==> src/rtl/sida_pkg.sv <==
// ----------------------------------------------------------------------------
// sida_pkg
// Shared types, character codes and the BCD adjust step for the signed
// integer to decimal ASCII converter.
// ----------------------------------------------------------------------------
package sida_pkg;

  localparam logic [6:0] ASCII_ZERO  = 7'd48;
  localparam logic [6:0] ASCII_MINUS = 7'd45;
  localparam logic [6:0] ASCII_NINE  = 7'd57;

  typedef enum logic [4:0] {
    ST_IDLE = 5'b00001,
    ST_CONV = 5'b00010,
    ST_SKIP = 5'b00100,
    ST_SIGN = 5'b01000,
    ST_EMIT = 5'b10000
  } sida_state_t;

  // add-3 correction of one BCD digit ahead of the shift
  function automatic logic [3:0] bcd_adjust(input logic [3:0] d);
    logic [3:0] r;
    r = (d >= 4'd5) ? (d + 4'd3) : d;
    return r;
  endfunction

endpackage

==> src/rtl/signed_int_to_decimal_ascii.sv <==
// ----------------------------------------------------------------------------
// signed_int_to_decimal_ascii
// Converts a two's-complement integer into its decimal ASCII text, one
// character per output request, most significant first, last one flagged.
// ----------------------------------------------------------------------------
// Sequence: a shift-and-add-3 pass over every magnitude bit, then leading zero digits
//   are skipped (at least one digit kept), a minus sign is sent if negative, then each
//   digit in turn; a stalled output holds back the sign and the digits.
// Requests: one at a time; a new value is taken only after the last digit has been
//   issued, set by the single BCD shift register that converts and outputs.
// Reset: synchronous, active low; clears the sequencer and the output valid.
module signed_int_to_decimal_ascii #(
  parameter int INT_BITS = 32
) (
  input  logic                       clk,
  input  logic                       rst_n,
  input  logic                       in_valid,
  output logic                       in_stall,
  input  logic signed [INT_BITS-1:0] in_value,
  output logic                       out_valid,
  input  logic                       out_stall,
  output logic [6:0]                 out_char_code,
  output logic                       out_last
);
  import sida_pkg::*;

  localparam int NDIG   = (INT_BITS * 30103) / 100000 + 1;
  localparam int BCD_W  = NDIG * 4;
  localparam int BCNT_W = $clog2(INT_BITS);
  localparam int DCNT_W = $clog2(NDIG);

  sida_state_t         state_r, state_nxt;
  logic [INT_BITS-1:0] mag_r, mag_nxt;
  logic [BCD_W-1:0]    bcd_r, bcd_nxt;
  logic [BCD_W-1:0]    bcd_adj;
  logic [BCNT_W-1:0]   bit_cnt_r, bit_cnt_nxt;
  logic [DCNT_W-1:0]   dig_cnt_r, dig_cnt_nxt;
  logic                neg_r, neg_nxt;
  logic                out_valid_r, out_valid_nxt;
  logic [6:0]          out_char_r, out_char_nxt;
  logic                out_last_r, out_last_nxt;
  logic [INT_BITS-1:0] raw;
  logic [3:0]          top_digit;
  logic                slot_free;
  logic                in_take;

  assign in_stall      = (state_r != ST_IDLE);
  assign in_take       = in_valid && !in_stall;
  assign out_valid     = out_valid_r;
  assign out_char_code = out_char_r;
  assign out_last      = out_last_r;
  assign slot_free     = !out_valid_r || !out_stall;
  assign raw           = in_value;
  assign top_digit     = bcd_r[BCD_W-1 -: 4];

  always_comb begin
    for (int i = 0; i < NDIG; i++) begin
      bcd_adj[i*4 +: 4] = bcd_adjust(bcd_r[i*4 +: 4]);
    end
  end

  always_comb begin
    state_nxt     = state_r;
    mag_nxt       = mag_r;
    bcd_nxt       = bcd_r;
    bit_cnt_nxt   = bit_cnt_r;
    dig_cnt_nxt   = dig_cnt_r;
    neg_nxt       = neg_r;
    out_valid_nxt = out_valid_r && out_stall;
    out_char_nxt  = out_char_r;
    out_last_nxt  = out_last_r;
    unique case (state_r)
      ST_IDLE: begin
        if (in_take) begin
          neg_nxt     = raw[INT_BITS-1];
          mag_nxt     = raw[INT_BITS-1] ? (~raw + {{(INT_BITS-1){1'b0}}, 1'b1}) : raw;
          bcd_nxt     = '0;
          bit_cnt_nxt = BCNT_W'(INT_BITS - 1);
          dig_cnt_nxt = DCNT_W'(NDIG - 1);
          state_nxt   = ST_CONV;
        end
      end
      ST_CONV: begin
        bcd_nxt     = {bcd_adj[BCD_W-2:0], mag_r[INT_BITS-1]};
        mag_nxt     = {mag_r[INT_BITS-2:0], 1'b0};
        bit_cnt_nxt = bit_cnt_r - 1'b1;
        if (bit_cnt_r == '0) begin
          state_nxt = ST_SKIP;
        end
      end
      ST_SKIP: begin
        // drop leading zero digits, keep at least one
        if ((top_digit == 4'd0) && (dig_cnt_r != '0)) begin
          bcd_nxt     = {bcd_r[BCD_W-5:0], 4'd0};
          dig_cnt_nxt = dig_cnt_r - 1'b1;
        end else begin
          state_nxt = neg_r ? ST_SIGN : ST_EMIT;
        end
      end
      ST_SIGN: begin
        if (slot_free) begin
          out_valid_nxt = 1'b1;
          out_char_nxt  = ASCII_MINUS;
          out_last_nxt  = 1'b0;
          state_nxt     = ST_EMIT;
        end
      end
      ST_EMIT: begin
        if (slot_free) begin
          out_valid_nxt = 1'b1;
          out_char_nxt  = ASCII_ZERO + {3'b000, top_digit};
          out_last_nxt  = (dig_cnt_r == '0);
          bcd_nxt       = {bcd_r[BCD_W-5:0], 4'd0};
          dig_cnt_nxt   = dig_cnt_r - 1'b1;
          if (dig_cnt_r == '0) begin
            state_nxt = ST_IDLE;
          end
        end
      end
      default: begin
        state_nxt = ST_IDLE;
      end
    endcase
  end

  always_ff @(posedge clk) begin
    if (!rst_n) begin
      state_r     <= ST_IDLE;
      out_valid_r <= 1'b0;
    end else begin
      state_r     <= state_nxt;
      out_valid_r <= out_valid_nxt;
    end
    mag_r      <= mag_nxt;
    bcd_r      <= bcd_nxt;
    bit_cnt_r  <= bit_cnt_nxt;
    dig_cnt_r  <= dig_cnt_nxt;
    neg_r      <= neg_nxt;
    out_char_r <= out_char_nxt;
    out_last_r <= out_last_nxt;
  end

  a_accept_starts_conv: assert property (@(posedge clk) disable iff (!rst_n)
    in_take |=> (state_r == ST_CONV))
    else $error("accepted request did not start conversion");

  a_minus_not_last: assert property (@(posedge clk) disable iff (!rst_n)
    (out_valid_r && (out_char_r == ASCII_MINUS)) |-> !out_last_r)
    else $error("minus sign flagged as last character");

  a_char_legal: assert property (@(posedge clk) disable iff (!rst_n)
    out_valid_r |-> ((out_char_r == ASCII_MINUS) ||
                     ((out_char_r >= ASCII_ZERO) && (out_char_r <= ASCII_NINE))))
    else $error("illegal output character");

  a_conv_full_length: assert property (@(posedge clk) disable iff (!rst_n)
    ((state_r == ST_CONV) && (state_nxt == ST_SKIP)) |-> (bit_cnt_r == '0))
    else $error("conversion ended early");

  a_last_ends_run: assert property (@(posedge clk) disable iff (!rst_n)
    ((state_r == ST_EMIT) && slot_free && (dig_cnt_r == '0)) |=> (state_r == ST_IDLE))
    else $error("run did not end after last digit");

endmodule

==> config.mk <==
export PLATFORM = sky130hd
export DESIGN_NAME = signed_int_to_decimal_ascii
export DESIGN_NICKNAME = d
export VERILOG_FILES = /design/src/rtl/sida_pkg.sv /design/src/rtl/signed_int_to_decimal_ascii.sv
export SDC_FILE = /design/constraint.sdc
export NUM_CORES = 1
export LEC_CHECK = 0
export CORE_MARGIN = 4
export CORE_UTILIZATION = 40
export DETAILED_ROUTE_END_ITERATION = 10
export DONT_BUFFER_PORTS = 1
export GPL_TIMING_DRIVEN = 0
export PLACE_DENSITY = 0.52
export SETUP_SLACK_MARGIN = 0.4
export SLEW_MARGIN = 20
export SYNTH_ARGS = -nofsm -noshare
export SYNTH_HDL_FRONTEND = slang
export SYNTH_SLANG_ARGS = --single-unit
export TNS_END_PERCENT = 1
==> constraint.sdc <==
create_clock -name clk -period 4.55 [get_ports clk]
set_input_delay 0.91 -clock clk [delete_from_list [all_inputs] [get_ports clk]]
set_output_delay 0.91 -clock clk [all_outputs]
set_load 0.01 [all_outputs]
[After elaboration in Yosys (flattened, before gate mapping)]
Cells that the tools add are included.
Word-level totals
  register bits: 96
  latch bits: 0
  bits in writable memories: 0
  memory bits (read-only): 0
  output and inout bits: 10
  memories: 0
Cells by class
  $add $sub $neg: 14
  $mul: 0
  div/mod/pow operators: 0
  magnitude comparators: 10
  equality and inequality tests: 13
  shift-type cells: 0
  mux-type cells: 39
  bitwise operators: 1
  reduce and logical (&&, ||, !) cells: 22
Operator list (number)
  $pmux W40 S4: 1
  $mux W40: 3
  $mux W32: 2
  $pmux W32 S2: 1
  $mux W4: 12
  $ge A4 B3 Y1 const B: 10
  $mux W5: 8
  $add A4 B2 Y4 const B: 9
  $add A32 B1 Y32 const B: 1
  $not A32 Y32: 1
  $pmux W5 S5: 1
  $mux W7: 2
  $ne A2 B2 Y1 const B: 7
  $pmux W7 S2: 1
  $pmux W4 S3: 1
  $pmux W5 S2: 1
  $logic_not A4 Y1: 2
  $reduce_and A4 Y1: 2
  $reduce_bool A4 Y1: 2
  $add A6 B4 Y7 const A: 1
  $reduce_and A6 Y1: 1
  $eq A5 B1 Y1 const B: 1
  $eq A5 B2 Y1 const B: 1
  $eq A5 B3 Y1 const B: 1
  18 further kinds: 27

[Logic depth before layout (Yosys ltp)]
  depth after elaboration: 5
  gate-level depth with buffers: 8
  gate-level depth less buffers: 7

[Least setup slack after synthesis]
Ideal clock, no wire load.
  path type: flip-flop to flip-flop
  start point: reg state_r[3]
  end point: reg bcd_r[0], enable pin
  setup time: 0.461 ns
  arrival: 3.329 ns
  data required time: 4.089 ns
  path slack: 0.759 ns
  cell stages (with the launch flop): 5
  period minus slack after synthesis: 3.791 ns
  cell sequence: dfxtp_1 nor3_1 nand3b_1 clkbuf_1 a31oi_1
Between the ends
  word-level cells in the longest chain between the ends: 5
Ends and longest elaborated chain
  start, declared: RTL line signed_int_to_decimal_ascii.sv:32  | sida_state_t state_r, state_nxt;
  start signal, assigned: RTL line signed_int_to_decimal_ascii.sv:131  | state_r <= state_nxt;
  $ne A5 B1 Y1: RTL line signed_int_to_decimal_ascii.sv:47  | assign in_stall = (state_r != ST_IDLE);
  $logic_not A1 Y1: RTL line signed_int_to_decimal_ascii.sv:48  | assign in_take = in_valid && !in_stall;
  $logic_and A1 B1 Y1: RTL line signed_int_to_decimal_ascii.sv:48
  $ne A2 B2 Y1 (no line)
  $reduce_and A4 Y1 (no line) *
  end signal, assigned: RTL line signed_int_to_decimal_ascii.sv:135  | bcd_r <= bcd_nxt;
  end, declared: RTL line signed_int_to_decimal_ascii.sv:34  | logic [BCD_W-1:0] bcd_r, bcd_nxt;
Mark *: on every way between the ends. The rest lies on a longest branch, timed or not.
A chain may end at the register's enable or synchronous reset.

[Worst setup path in the final report]
  start point: in in_value[0]
  end point: reg mag_r[24] (data pin)
Between the ends
  word-level cells in the longest chain between the ends: 5
Ends and longest elaborated chain
  start, declared: RTL line signed_int_to_decimal_ascii.sv:19  | input logic signed [INT_BITS-1:0] in_value,
  $not A32 Y32: RTL line signed_int_to_decimal_ascii.sv:76  | mag_nxt = raw[INT_BITS-1] ? (~raw + {{(INT_BITS-1){1'b0}}, 1'b1}) : raw;
  $add A32 B1 Y32: RTL line signed_int_to_decimal_ascii.sv:76
  $mux W32: RTL line signed_int_to_decimal_ascii.sv:76
  $mux W32: RTL line signed_int_to_decimal_ascii.sv:74  | if (in_take) begin
  $pmux W32 S2: RTL line signed_int_to_decimal_ascii.sv:72  | unique case (state_r)
  via mag_nxt[24]: RTL line signed_int_to_decimal_ascii.sv:33  | logic [INT_BITS-1:0] mag_r, mag_nxt;
  end signal, assigned: RTL line signed_int_to_decimal_ascii.sv:134  | mag_r <= mag_nxt;
  end, declared: RTL line signed_int_to_decimal_ascii.sv:33
The timed path passes the listed nets, and every way through them passes these cells. The select of a mux whose other input is x is not followed.

==> qor.txt <==
Storage cell area: 2760 sq um
Ys Warns: 0
Synth area leaders: edfxtp_1, ha_1, xor2_1
WHS Endpoint: bcd_r[0]
Fraction of registers with async set/reset: 0%
Leak: 0.00211 uW
Port buffer count: 0
CP max stage delay: 0.51 ns
Final TNS setup: 0 ns
Row cnt: 42
Worst setup EP type: flip-flop
Mapped Nets: 594
Area leader, netlist: edfxtp_1
Pre-CTS setup slack: 1.42 ns
Path depth of the worst reg2reg path: 6
Synth Cell Area: 5510 sq um
Num CTS Buffers: 9
Max VDD drop: 221 uV
Largest net degree at the start of global routing: 29
Fin. Hold Viols: 0
Yosys reg bits: 94
Crit path DAT: 2.83 ns
Setup crit start: in_value[0]
RR Endpoint: mag_r[4]
Commonest cells after routing, fill and taps aside: edfxtp_1, nand2_1, o21ai_0
Hold path depth: 1
Grt ovf: 0
Post-CTS setup buffer count: 0
Vias post-DR: 3981
HP Start: mag_r[31]
Synth Area per Inst: 10.3 sq um
Layout cells sized above 1: 6.51%
Slew Viols, Final: 0
CTS Root Cell: clkbuf_16
ANT cells: 0
Synthesized instance count: 534
CTS resizes: 0
Final nets: 608
Residual DRC: 0
Worst path slowest cell: or3b_2
Number of global-route vias before repair: 4166
Commonest non-fill, non-tap cell in the layout: edfxtp_1
HP Class: flip-flop to flip-flop
Main synth FF type: edfxtp_1
Fin crit period: 2.76 ns
Clk buf depth: 2
Rel. slew slack: 43.4%
Finish-stage setup viols: 0
Die Y-Extent: 125 um
Total power: 2370 uW
Top cell type's share of synthesized area: 48.0%
WL/cell: 16.6 um
Reg clk slew, reported paths: 0.07 ns
Setup slack, reg-to-reg: 1.81 ns
Synth unique cells: 49
Final worst-path cycle share: 60.6%
CP Class: primary input to flip-flop
GP Congestion: 0.784
CTS tree: yes
Core Area: 13300 sq um
Die footprint: 15700 sq um
Layout filler cell count: 1318
Total wire length: 12100 um
Initial core utilization: 41.3%
Multi-input gate area: 2540 sq um
Measured slew at the worst slew-check pin: 0.841 ns
Via/cell ratio: 5.46
First drt pass iteration count: 6
Final HPWL DP: 8660 um
Critical path's top delay family: simple AND/OR/NAND/NOR gates
Sequential fraction of the synthesis area: 50.1%
PD cells: 388 nW/um^2
Global-route wire length before repair: 20600 um
Fin util: 45.7%
Initial antenna violation count: 0
Gr usage total: 16.2%
Clock Latency Late Sink: 0.35 ns
Startpoint Class: primary input
Reg-to-Reg Start: state_r[0]
Hold-fix buffers at CTS: 0
Max-cap violations: 0
Routed Antenna Nets: 0
H-tree levels: 3
Bufs and invs on worst path: 2
RSZ-0062 raised after global routing: false
Worst-path fanout max: 10
Die Width: 125 um
PnR worst setup slack: 1.79 ns
Iter 0 DRT Violations: 201
Clk sink count: 94
I/O pin cnt: 46
Post-synth EDFFs: 88
CP Cell Sequence: inv_1 -> ha_1 -> or3b_2 -> or4_1 -> buf_6 -> o31ai_1 -> xor2_1 -> o21ai_0
Max frequency: 362 MHz
Syn-to-layout area delta: 10.7%
Worst Path Required: 4.62 ns
Status: finished, final reports clean
Clock skew: 0.00621 ns
cell type report:
| class | count | area share [%] |
|---|---|---|
| well taps | 176 | 3.61 |
| clock buffers | 11 | 3.98 |
| inverters | 29 | 1.78 |
| clock inverters | 5 | 0.574 |
| multi-input cells | 386 | 41.6 |
| flip-flops and latches | 94 | 45.3 |
| repair buffers | 3 | 1.23 |
| plain buffers | 25 | 1.91 |
worst max-delay path by stage:
stage	endpoint	cells after the start
after global routing	mag_r[9]	6
after detailed placement	mag_r[24]	8
after floorplan	bcd_r[0]	4
after CTS	mag_r[5]	6
after global placement	bcd_r[17]	4
final	mag_r[24]	8
registers in the layout, summed over array words and instances, names as in the netlist:
signal	count
bcd_r	40
mag_r	32
bit_cnt_r	5
out_char_code	5
state_r	5
dig_cnt_r	4
neg_r	1
out_last	1
out_valid	1
worst reg2reg max path: stages (launching register included):
cell and delay (ns):
dfxtp_1 0.39, nor3_1 0.09, nand3b_1 0.39, clkbuf_1 0.55, clkbuf_1 0.47, nand2_2 0.32
buf_12 0.27
synthesized netlist by cell type (4+ instances only):
| cell | number |
|---|---|
| a21oi_1 | 44 |
| clkbuf_1 | 19 |
| dfxtp_1 | 6 |
| edfxtp_1 | 88 |
| ha_1 | 24 |
| inv_1 | 29 |
| nand2_1 | 53 |
| nand2b_1 | 11 |
| nand3b_1 | 4 |
| nor2_1 | 36 |
| nor2b_1 | 4 |
| nor3_1 | 6 |
| nor3b_1 | 14 |
| o21ai_0 | 52 |
| o22ai_1 | 11 |
| o31ai_1 | 15 |
| o32ai_1 | 5 |
| or3_1 | 7 |
| or4_1 | 5 |
| xnor2_1 | 16 |
| xor2_1 | 32 |
where the power goes:
| group | total (uW) | switching [uW] | internal, uW |
|---|---|---|---|
| Sequential | 1180 | 79.5 | 1100 |
| Combinational | 478 | 279 | 199 |
| Clock | 715 | 330 | 385 |
| Total | 2370 | 688 | 1680 |
per-layer routing:
metal,up-vias,global-route usage [%],part of all wire (%),wire [um]
met5,-,0,0,0
met4,0,4.02,1.1,132
met3,13,5.12,5.8,708
met2,75,26.9,48,5850
met1,1919,20.6,45,5440
li1,1974,-,-,-
per-stage QoR:
| step | hold slack, ns | cell area, sq um | std cells |
|---|---|---|---|
| after floorplan | 0.496 | 5510 | 534 |
| after global placement | 0.503 | 5730 | 710 |
| after detailed placement | 0.517 | 5820 | 713 |
| after CTS | 0.535 | 6100 | 729 |
| after global routing | 0.558 | 6100 | 729 |
| final | 0.529 | 6100 | 729 |
kinds of logic after synthesis:
kind of cell	after synthesis	share of synthesized area (%)
buffers and inverters	54	4.09
adder cells (fa/ha/maj)	24	5.45
other	2	0.136
multiplexers	2	0.386
XOR/XNOR	48	7.63
AO/OA/AOI/OAI	149	17.2
flip-flops	94	50.1
AND/OR/NAND/NOR	161	15.0
Power figures use the tool's default switching activity.
